File: src/rtl/kbs_pkg.sv
// ----------------------------------------------------------------------------
// kbs_pkg
// Shared constants, command and status types for the bicycle model stepper.
// ----------------------------------------------------------------------------
package kbs_pkg;

  localparam logic signed [16:0] ANG_PI      = 17'sd25736;
  localparam logic signed [16:0] ANG_TWO_PI  = 17'sd51472;
  localparam logic signed [20:0] PI_Q16      = 21'sd205887;
  localparam logic signed [20:0] HALF_PI_Q16 = 21'sd102944;
  localparam logic signed [33:0] CORDIC_GAIN = 34'sd652032874;

  localparam int CORDIC_STEPS = 16;
  localparam int DIV_BITS     = 15;
  localparam logic [14:0] TAN_MAX = 15'd25736;

  localparam logic [1:0] OP_LOAD    = 2'd0;
  localparam logic [1:0] OP_CLAMP   = 2'd1;
  localparam logic [1:0] OP_PREDICT = 2'd2;
  localparam logic [1:0] OP_NOP     = 2'd3;

  localparam logic [2:0] CFG_WHEELBASE     = 3'd0;
  localparam logic [2:0] CFG_STEER_LIMIT   = 3'd1;
  localparam logic [2:0] CFG_SPEED_FLOOR   = 3'd2;
  localparam logic [2:0] CFG_SPEED_CEILING = 3'd3;
  localparam logic [2:0] CFG_TIME_STEP     = 3'd4;

  localparam logic [1:0] MUL_VDT = 2'd0;
  localparam logic [1:0] MUL_X   = 2'd1;
  localparam logic [1:0] MUL_Y   = 2'd2;
  localparam logic [1:0] MUL_TAN = 2'd3;

  localparam logic SRC_HEADING = 1'b0;
  localparam logic SRC_STEER   = 1'b1;
  localparam logic DIV_TAN     = 1'b0;
  localparam logic DIV_INC     = 1'b1;

  typedef struct packed {
    logic       latch;
    logic       cor_init;
    logic       cor_sel;
    logic       cor_step;
    logic       cor_cap;
    logic       mul_en;
    logic [1:0] mul_sel;
    logic       vdt_ld;
    logic       add_x;
    logic       add_y;
    logic       div_init;
    logic       div_sel;
    logic       div_step;
    logic       tan_cap;
    logic       inc_cap;
    logic       fin;
    logic [3:0] iter;
  } cmd_t;

  typedef struct packed {
    logic out_free;
  } stat_t;

  // arctangent of 2^-i in Q1.16
  function automatic logic [16:0] atan_q16(input logic [3:0] i);
    logic [16:0] r;
    case (i)
      4'd0:    r = 17'd51472;
      4'd1:    r = 17'd30385;
      4'd2:    r = 17'd16055;
      4'd3:    r = 17'd8150;
      4'd4:    r = 17'd4091;
      4'd5:    r = 17'd2047;
      4'd6:    r = 17'd1024;
      4'd7:    r = 17'd512;
      4'd8:    r = 17'd256;
      4'd9:    r = 17'd128;
      4'd10:   r = 17'd64;
      4'd11:   r = 17'd32;
      4'd12:   r = 17'd16;
      4'd13:   r = 17'd8;
      4'd14:   r = 17'd4;
      4'd15:   r = 17'd2;
      default: r = 17'd0;
    endcase
    return r;
  endfunction

endpackage

File: src/rtl/kbs_ctrl.sv
// ----------------------------------------------------------------------------
// kbs_ctrl
// Sequencer: steps the datapath through CORDIC, multiply and divide phases.
// ----------------------------------------------------------------------------
module kbs_ctrl (
  input  logic           clk,
  input  logic           rst,
  input  logic           in_valid,
  output logic           in_ready,
  input  logic [1:0]     opcode,
  input  kbs_pkg::stat_t stat,
  output kbs_pkg::cmd_t  cmd
);
  import kbs_pkg::*;

  localparam logic [4:0] S_IDLE  = 5'd0;
  localparam logic [4:0] S_COR1I = 5'd1;
  localparam logic [4:0] S_COR1  = 5'd2;
  localparam logic [4:0] S_CAP1  = 5'd3;
  localparam logic [4:0] S_VDT   = 5'd4;
  localparam logic [4:0] S_VDTS  = 5'd5;
  localparam logic [4:0] S_MX    = 5'd6;
  localparam logic [4:0] S_MY    = 5'd7;
  localparam logic [4:0] S_ADDY  = 5'd8;
  localparam logic [4:0] S_COR2  = 5'd9;
  localparam logic [4:0] S_CAP2  = 5'd10;
  localparam logic [4:0] S_DIV1I = 5'd11;
  localparam logic [4:0] S_DIV1  = 5'd12;
  localparam logic [4:0] S_TAN   = 5'd13;
  localparam logic [4:0] S_MT    = 5'd14;
  localparam logic [4:0] S_DIV2I = 5'd15;
  localparam logic [4:0] S_DIV2  = 5'd16;
  localparam logic [4:0] S_INC   = 5'd17;
  localparam logic [4:0] S_FIN   = 5'd18;

  localparam logic [3:0] COR_LAST = 4'(CORDIC_STEPS - 1);
  localparam logic [3:0] DIV_LAST = 4'(DIV_BITS - 1);

  logic [4:0] state, state_next;
  logic [3:0] cnt, cnt_next;

  always_comb begin
    state_next = state;
    cnt_next   = cnt;
    cmd        = '0;
    cmd.iter   = cnt;
    in_ready   = 1'b0;
    case (state)
      S_IDLE: begin
        in_ready = 1'b1;
        if (in_valid) begin
          cmd.latch = 1'b1;
          state_next = (opcode inside {OP_CLAMP, OP_PREDICT}) ? S_COR1I : S_FIN;
        end
      end
      S_COR1I: begin
        cmd.cor_init = 1'b1;
        cmd.cor_sel  = SRC_HEADING;
        cnt_next     = '0;
        state_next   = S_COR1;
      end
      S_COR1: begin
        cmd.cor_step = 1'b1;
        cnt_next     = cnt + 4'd1;
        if (cnt == COR_LAST) state_next = S_CAP1;
      end
      S_CAP1: begin
        cmd.cor_cap = 1'b1;
        state_next  = S_VDT;
      end
      S_VDT: begin
        cmd.mul_en  = 1'b1;
        cmd.mul_sel = MUL_VDT;
        state_next  = S_VDTS;
      end
      S_VDTS: begin
        cmd.vdt_ld = 1'b1;
        state_next = S_MX;
      end
      S_MX: begin
        cmd.mul_en  = 1'b1;
        cmd.mul_sel = MUL_X;
        state_next  = S_MY;
      end
      S_MY: begin
        cmd.mul_en  = 1'b1;
        cmd.mul_sel = MUL_Y;
        cmd.add_x   = 1'b1;
        state_next  = S_ADDY;
      end
      S_ADDY: begin
        cmd.add_y    = 1'b1;
        cmd.cor_init = 1'b1;
        cmd.cor_sel  = SRC_STEER;
        cnt_next     = '0;
        state_next   = S_COR2;
      end
      S_COR2: begin
        cmd.cor_step = 1'b1;
        cnt_next     = cnt + 4'd1;
        if (cnt == COR_LAST) state_next = S_CAP2;
      end
      S_CAP2: begin
        cmd.cor_cap = 1'b1;
        state_next  = S_DIV1I;
      end
      S_DIV1I: begin
        cmd.div_init = 1'b1;
        cmd.div_sel  = DIV_TAN;
        cnt_next     = '0;
        state_next   = S_DIV1;
      end
      S_DIV1: begin
        cmd.div_step = 1'b1;
        cnt_next     = cnt + 4'd1;
        if (cnt == DIV_LAST) state_next = S_TAN;
      end
      S_TAN: begin
        cmd.tan_cap = 1'b1;
        state_next  = S_MT;
      end
      S_MT: begin
        cmd.mul_en  = 1'b1;
        cmd.mul_sel = MUL_TAN;
        state_next  = S_DIV2I;
      end
      S_DIV2I: begin
        cmd.div_init = 1'b1;
        cmd.div_sel  = DIV_INC;
        cnt_next     = '0;
        state_next   = S_DIV2;
      end
      S_DIV2: begin
        cmd.div_step = 1'b1;
        cnt_next     = cnt + 4'd1;
        if (cnt == DIV_LAST) state_next = S_INC;
      end
      S_INC: begin
        cmd.inc_cap = 1'b1;
        state_next  = S_FIN;
      end
      S_FIN: begin
        // hold until the output register can take the word
        if (stat.out_free) begin
          cmd.fin    = 1'b1;
          state_next = S_IDLE;
        end
      end
      default: state_next = S_IDLE;
    endcase
  end

  always_ff @(posedge clk) begin
    if (rst) begin
      state <= S_IDLE;
      cnt   <= '0;
    end else begin
      state <= state_next;
      cnt   <= cnt_next;
    end
  end

endmodule

File: config.mk
export PLATFORM = sky130hd
export DESIGN_NAME = kbs_ctrl
export DESIGN_NICKNAME = d
export VERILOG_FILES = /design/src/rtl/kbs_pkg.sv /design/src/rtl/kbs_ctrl.sv
export SDC_FILE = /design/constraint.sdc
export NUM_CORES = 1
export LEC_CHECK = 0
export CAP_MARGIN = 0
export CORE_MARGIN = 3
export CORE_UTILIZATION = 60
export CTS_BUF_LIST = sky130_fd_sc_hd__clkbuf_4 sky130_fd_sc_hd__clkbuf_8 sky130_fd_sc_hd__clkbuf_16
export DETAILED_ROUTE_END_ITERATION = 8
export DONT_BUFFER_PORTS = 1
export GPL_ROUTABILITY_DRIVEN = 0
export PLACE_DENSITY = 0.75
export SLEW_MARGIN = 15
export SYNTH_ARGS = -nofsm -noshare
export SYNTH_HDL_FRONTEND = slang
export SYNTH_SLANG_ARGS = --single-unit
File: constraint.sdc
create_clock -name clk -period 1.9 [get_ports clk]
set_input_delay 0.38 -clock clk [delete_from_list [all_inputs] [get_ports clk]]
set_output_delay 0.38 -clock clk [all_outputs]
set_load 0.03 [all_outputs]
==> results by stage, run 1 <==
Yosys:
- Sorting the synthesized cells by area gives the leading types as sky130_fd_sc_hd__dfxtp_1 (22%), sky130_fd_sc_hd__nor3_1 (6.0%), sky130_fd_sc_hd__nor2_1 (4.9%), sky130_fd_sc_hd__inv_1 (4.5%), sky130_fd_sc_hd__o31ai_1 (4.5%).
- The cell area after synthesis is 837 um^2.
- The most used flip-flop cell after synthesis is sky130_fd_sc_hd__dfxtp_1.
- The number of unique standard cell types used by synthesis is 41.
- When the netlist entered floorplanning its net count stood at 122.
- The largest area contributor in the netlist is sky130_fd_sc_hd__dfxtp_1.
- The number of flops mapped to enable cells by yosys is 0.
- Each instance of the synthesized netlist takes up on average 7.34 um^2.
- The number of instances in the synthesized netlist is 114.
- The number of register bits inferred by synthesis is 9.
- The proportion of register bits with asynchronous set or reset after synthesis is 0%.
- The share of Yosys cell area claimed by the top area cell type is 21.5%.
- During synthesis, Yosys emitted a total of 0 warnings.
- The share of synthesized area occupied by flip-flops and latches is 21.5%.

Place:
- The wire-length estimate of the detail-placed layout is 2070 um.
- The setup slack at placement is 115 ps.
- The count of buffers added on input and output ports is 0.

Outcome:
- The first error in the log reads "[ERROR DPL-0038] Utilization greater than 100%, impossible to legalize".
- The flow did not finish.
- The stage where the run ended is global routing.

Floorplanning:
- Measured along the y axis, the die boundary spans 43.4 um.
- The number of cell rows is 12.
- Measured along the x axis, the die boundary spans 43.4 um.
- The initial core utilization is 69.7%.
- In this run the count of I/O pins placed on the die edge is 28.

CTS:
- The clock passes through at most 2 buffers.
- The level count of the clock H-tree is 1.
- The total clock buffers created by CTS is 3.
- The tree built by TritonCTS fans out to 9 sinks.
- After clock tree synthesis, the flow added hold-fix buffers numbering 0.
- The buffer cell driving the clock tree root is sky130_fd_sc_hd__clkbuf_4.

STA:
- In the global-route stage, repair_timing last flagged the worst endpoint as cmd[4].
- The type of the worst endpoint after the last repair is a primary output.

GRT:
- Entering global routing, the biggest net connects 12 pins.
==> synthesized netlist by cell type, drive strengths merged, types with 4 or more instances <==
library cell / number
nor3: 10
o21ai: 4
buf: 9
inv: 10
dfxtp: 9
nand2: 5
nand3: 5
nand2b: 4
o31ai: 5
nor2: 11
==> cells by family after synthesis <==
group / after synthesis / synth area share [%]
simple gates: 49 / 32.0
buf+inv: 21 / 11.4
xor+xnor: 4 / 4.19
flops: 9 / 21.5
compound gates: 28 / 26.8
fa+ha+maj: 3 / 4.18
==> per-stage QoR <==
stage,area (um^2),std cells,setup TNS [ps]
2_1_floorplan,866,114,-98.3
3_3_place_gp,1070,149,0
3_5_place_dp,1070,149,0
4_1_cts,1130,155,-34.0
==> what timing repair did <==
action / 4_1_cts
setup buffers: 2
pin swaps: 1
endpoints found under the setup margin: 9
gates resized for setup: 9
==> inputs of run 2 (changes only) <==
- CORE_AREA: not set -> 3 3 64 66
- CORE_MARGIN: 3 -> not set
- CORE_UTILIZATION: 60 -> not set
- CTS_BUF_LIST: sky130_fd_sc_hd__clkbuf_4 sky130_fd_sc_hd__clkbuf_8 sky130_fd_sc_hd__clkbuf_16 -> not set
- DIE_AREA: not set -> 0 0 67 69
- PLACE_DENSITY: 0.75 -> not set
- PLACE_DENSITY_LB_ADDON: not set -> 0.15
==> run 2 against run 1 <==
  * The flow now finishes, with violations (negative setup slack)
  * Synthesized cell count is the same
  * Synthesized area is the same
==> results by stage, run 2 <==
Floorplanning:
- The core area is 0.00363 mm^2.
- The boundary pin count is 28.
- The floorplan step set the die height to 69 um.
- The number of cell rows is 22.
- The floorplan step set the die width to 67 um.
- The initial utilization of the core area, before any placement, comes to 23.0%.
- The floorplan step defined a die boundary enclosing 0.00462 mm^2.

CTS:
- TritonCTS built the clock tree.
- The maximum clock insertion buffer count is 2.
- Clock-pin slew was measured on the worst setup and hold paths at 50 ps.
- The insertion delay to the later sink of the worst-skew pair is 230 ps.
- The total number of clock tree sinks is 9.
- The buffer cell driving the clock tree root is sky130_fd_sc_hd__clkbuf_8.
- In this run, CTS created clock tree buffers numbering 3.
- The level count of the clock H-tree is 1.

STA:
- The total count of max-transition violations in the final report is 0.
- The worst slew margin relative to its limit is 72.0%.
- After layout, the worst path uses 103% of the clock period.
- The upper clock frequency limit is 510 MHz.
- The setup-violating endpoint count in the final report is 2.
- On the final layout, the worst clock skew is 0.311 ps.
- Across all setup checks in the final design, the least slack found is -61.5 ps.
- Setup repair after global routing could not meet its margin everywhere.
- On the final layout, the worst hold slack is 212 ps.
- For the pin with the worst max-slew slack, the measured transition is 416 ps.
- The final critical path time including I/O delays and setup is 1960 ps.
- The count of final hold-check violations came to 0.

Layout:
- The library cells used most frequently in the layout, excluding fill and tap cells, are sky130_fd_sc_hd__buf_4 (34), sky130_fd_sc_hd__nor2_1 (9), sky130_fd_sc_hd__inv_1 (7), sky130_fd_sc_hd__nor3_1 (6).
- Cells with a size suffix above 1 make up 42.4% of the layout.
- The number of flip-flops in the largest register is 5.
- For this run, the number of standard cells in the final layout without fillers is 192.
- The most common cell after layout, fill and taps aside is sky130_fd_sc_hd__buf_4.
- state holds more flip-flops than any other register.
- The summed area of non-filler cells in the final layout is 0.00126 mm^2.
- The largest registers in the layout are state x5, cnt x4.
- The final-stage net count is 153.
- The final-layout fill cell count is 412.
- Relative to the synthesized area, the layout overhead comes to 51.1%.
- 0 antenna diodes ended up in the layout.

Drt:
- The via-per-instance ratio is 4.98.
- The first detailed-routing pass ran for 4 iterations.
- For this block, the initial DRC count from the detailed router was 51.
- In the routed design, unresolved DRC markers number 0.
- For this block, the via count after detailed routing is 956.
- The count of nets left with antenna violations after detail routing is 0.
- In the final routed layout, each cell accounts on average for 13.8 um.
- Wires add up to 2640 um.

Yosys:
- By area the synthesized netlist is led by sky130_fd_sc_hd__dfxtp_1 (22%), sky130_fd_sc_hd__nor3_1 (6.0%), sky130_fd_sc_hd__nor2_1 (4.9%), sky130_fd_sc_hd__inv_1 (4.5%), sky130_fd_sc_hd__o31ai_1 (4.5%).
- The most used flip-flop cell after synthesis is sky130_fd_sc_hd__dfxtp_1.
- By count the netlist is led by sky130_fd_sc_hd__nor2_1 (11), sky130_fd_sc_hd__inv_1 (10), sky130_fd_sc_hd__nor3_1 (10).
- The number of unique standard cell types used by synthesis is 41.
- The number of nets in the synthesized netlist is 122.
- Of the synthesized area, sequential elements account for 21.5%.
- The mean post-synth cell area is 7.34 um^2.
- The number of synthesis warnings is 0.
- Yosys mapped a number of flops with a built-in enable equal to 0.
- The number of register bits inferred by synthesis is 9.
- The share of Yosys cell area claimed by the top area cell type is 21.5%.
- In the post-synthesis netlist, the cell with the most instances is sky130_fd_sc_hd__nor2_1.
- In the synthesized netlist the async set-or-reset flop fraction comes to 0%.
- The synthesized design spends more area on one cell type than any other, namely sky130_fd_sc_hd__dfxtp_1.
- The cell area after synthesis is 837 um^2.
- Synthesis produced 114 cells.

Critical path:
- Walking the worst path, the cells encountered are buf_6 -> or3_4 -> nor3_4 -> and2_4 -> buf_6.
- The cell family contributing the most delay on the critical path is simple AND/OR/NAND/NOR gates.
- STA puts the critical path data arrival time at 1580 ps.
- The type of the setup path with the least slack is register to output port.
- The startpoint kind of the worst setup timing path is a register.
- The critical register-to-register path endpoint is cnt[3].
- The maximum single-stage delay on the critical path is 430 ps.
- The worst-path maximum fanout is 5.
- For the worst flop-to-flop path, the logic depth is 7.
- The register-to-register setup slack is 110 ps.
- The critical path's slowest cell is sky130_fd_sc_hd__or3_4.
- The data required time at the worst endpoint is 1520 ps.
- STA classifies the critical path endpoint as an output port.
- The total number of cells along the worst setup path is 5.
- The count of buffering cells on the critical path with inverters included is 2.
- The cell repeated most along the worst path is sky130_fd_sc_hd__buf_6.
- The reg-to-reg startpoint is state[4].

GRT:
- The total overflow reported by the global router is 0.
- The overall track demand over capacity in global routing is 11.6%.
- The first global-routing pass estimated 4200 um of wire.
- Entering global routing, the biggest net connects 16 pins.
- The via count of the first global-routing pass is 864.
- The number of antenna violations at the first check in global routing came to 0.

Power and ir drop:
- Across the VDD grid, the largest voltage drop is 0.598 mV.
- In this run the static leakage power is 0.494 nW.
- The switching share of total power is 45.7%.
- The share of total power dissipated in the clock network is 15.2%.
- The internal power is 0.000820 W.
- The share of total power dissipated in sequential elements is 21.2%.
- The switching power of the nets is 0.000692 W.
- For this design the ratio of total power to cell area is 1200 mW/mm^2.
- Combinational logic burns 63.6% of the power.

Place:
- Input and output buffers added on the ports amount to 0.
- Counting tap cells, the placed design contains a total of 183 instances.
- The cell area reported after detailed placement is 0.00111 mm^2.
- The half-perimeter wire length after placement is 2010 um.
- At the placement stage, the worst setup path has a slack of 67.7 ps.

Hold path:
- The startpoint identified for the worst hold timing path is rst.
- The cell count of the worst hold path is 1.
- The min-delay analysis places its worst path in the category input pin to register.
- The worst hold path endpoint is state[3].

Job:
- The number of maximum-capacitance violations is 0.

Outcome:
- The final reports fail on negative setup slack.
- The run finished, with violations left.
run 2: cell counts after synthesis:
No cell type changed its count.
run 2: cell type report:
class	instances	area (um^2)	area share, %
Timing Repair Buffer	37	298	23.5
Sequential cell	9	190	15.0
Clock buffer	4	45.0	3.56
Multi-Input combinational cell	84	623	49.3
Tap cell	48	60.1	4.75
Inverter	10	48.8	3.86
run 2: how the worst max path moves through the flow:
| stage | to | start | slack, ps |
|---|---|---|---|
| 2_1_floorplan | cmd[20] | state[3] | -100 |
| 5_1_grt | cmd[20] | state[4] | -120 |
| 3_5_place_dp | cnt[1] | state[3] | 70 |
| 4_1_cts | cmd[7] | state[3] | -50 |
| 3_3_place_gp | cmd[20] | state[2] | 120 |
| 6_report | cmd[20] | state[4] | -60 |
run 2: layer usage:
| metal | share of wire [%] | vias up | GRT usage, % | routed length [um] |
|---|---|---|---|---|
| met5 | 0 | - | 0 | 0 |
| met4 | 0.72 | 0 | 4.73 | 19 |
| met3 | 3.5 | 2 | 1.63 | 92 |
| met2 | 49 | 18 | 18.6 | 1300 |
| met1 | 47 | 457 | 15.2 | 1230 |
| li1 | - | 479 | - | - |
run 2: per-stage QoR:
step	TNS (ps)	total power (W)	utilization [%]
6_report	-87.4	0.00151	34.8
5_1_grt	-206	0.00161	34.8
4_1_cts	-99.5	0.00140	32.3
3_5_place_dp	0	0.00113	30.5
3_3_place_gp	0	0.00112	30.5
2_1_floorplan	-98.3	0.000859	-
run 2: power by group through the flow:
stage	sequential (W)	combinational [W]	clock, W
3_5_place_dp	0.000304	0.000826	0
6_report	0.000320	0.000962	0.000230
2_1_floorplan	0.000268	0.000590	0
4_1_cts	0.000309	0.000860	0.000233
3_3_place_gp	0.000301	0.000823	0
5_1_grt	0.000333	0.00103	0.000246
run 2: cells by family after synthesis:
logic type	after synthesis	share of synthesized area, %
and+or+nand+nor	49	32.0
AOI/OAI and AO/OA	28	26.8
buffers and inverters	21	11.4
DFF	9	21.5
xor gates and xnor gates	4	4.19
adders and majority gates	3	4.18
run 2: repair_timing:
item | in CTS | in global routing
setup endpoints to repair | 9 | 10
resized for setup | 6 | 12
pin swaps | 0 | 4
cloned | 0 | 0
hold buffers | 0 | 0
setup buffers | 0 | 5
(Power assumes the default switching activity.)
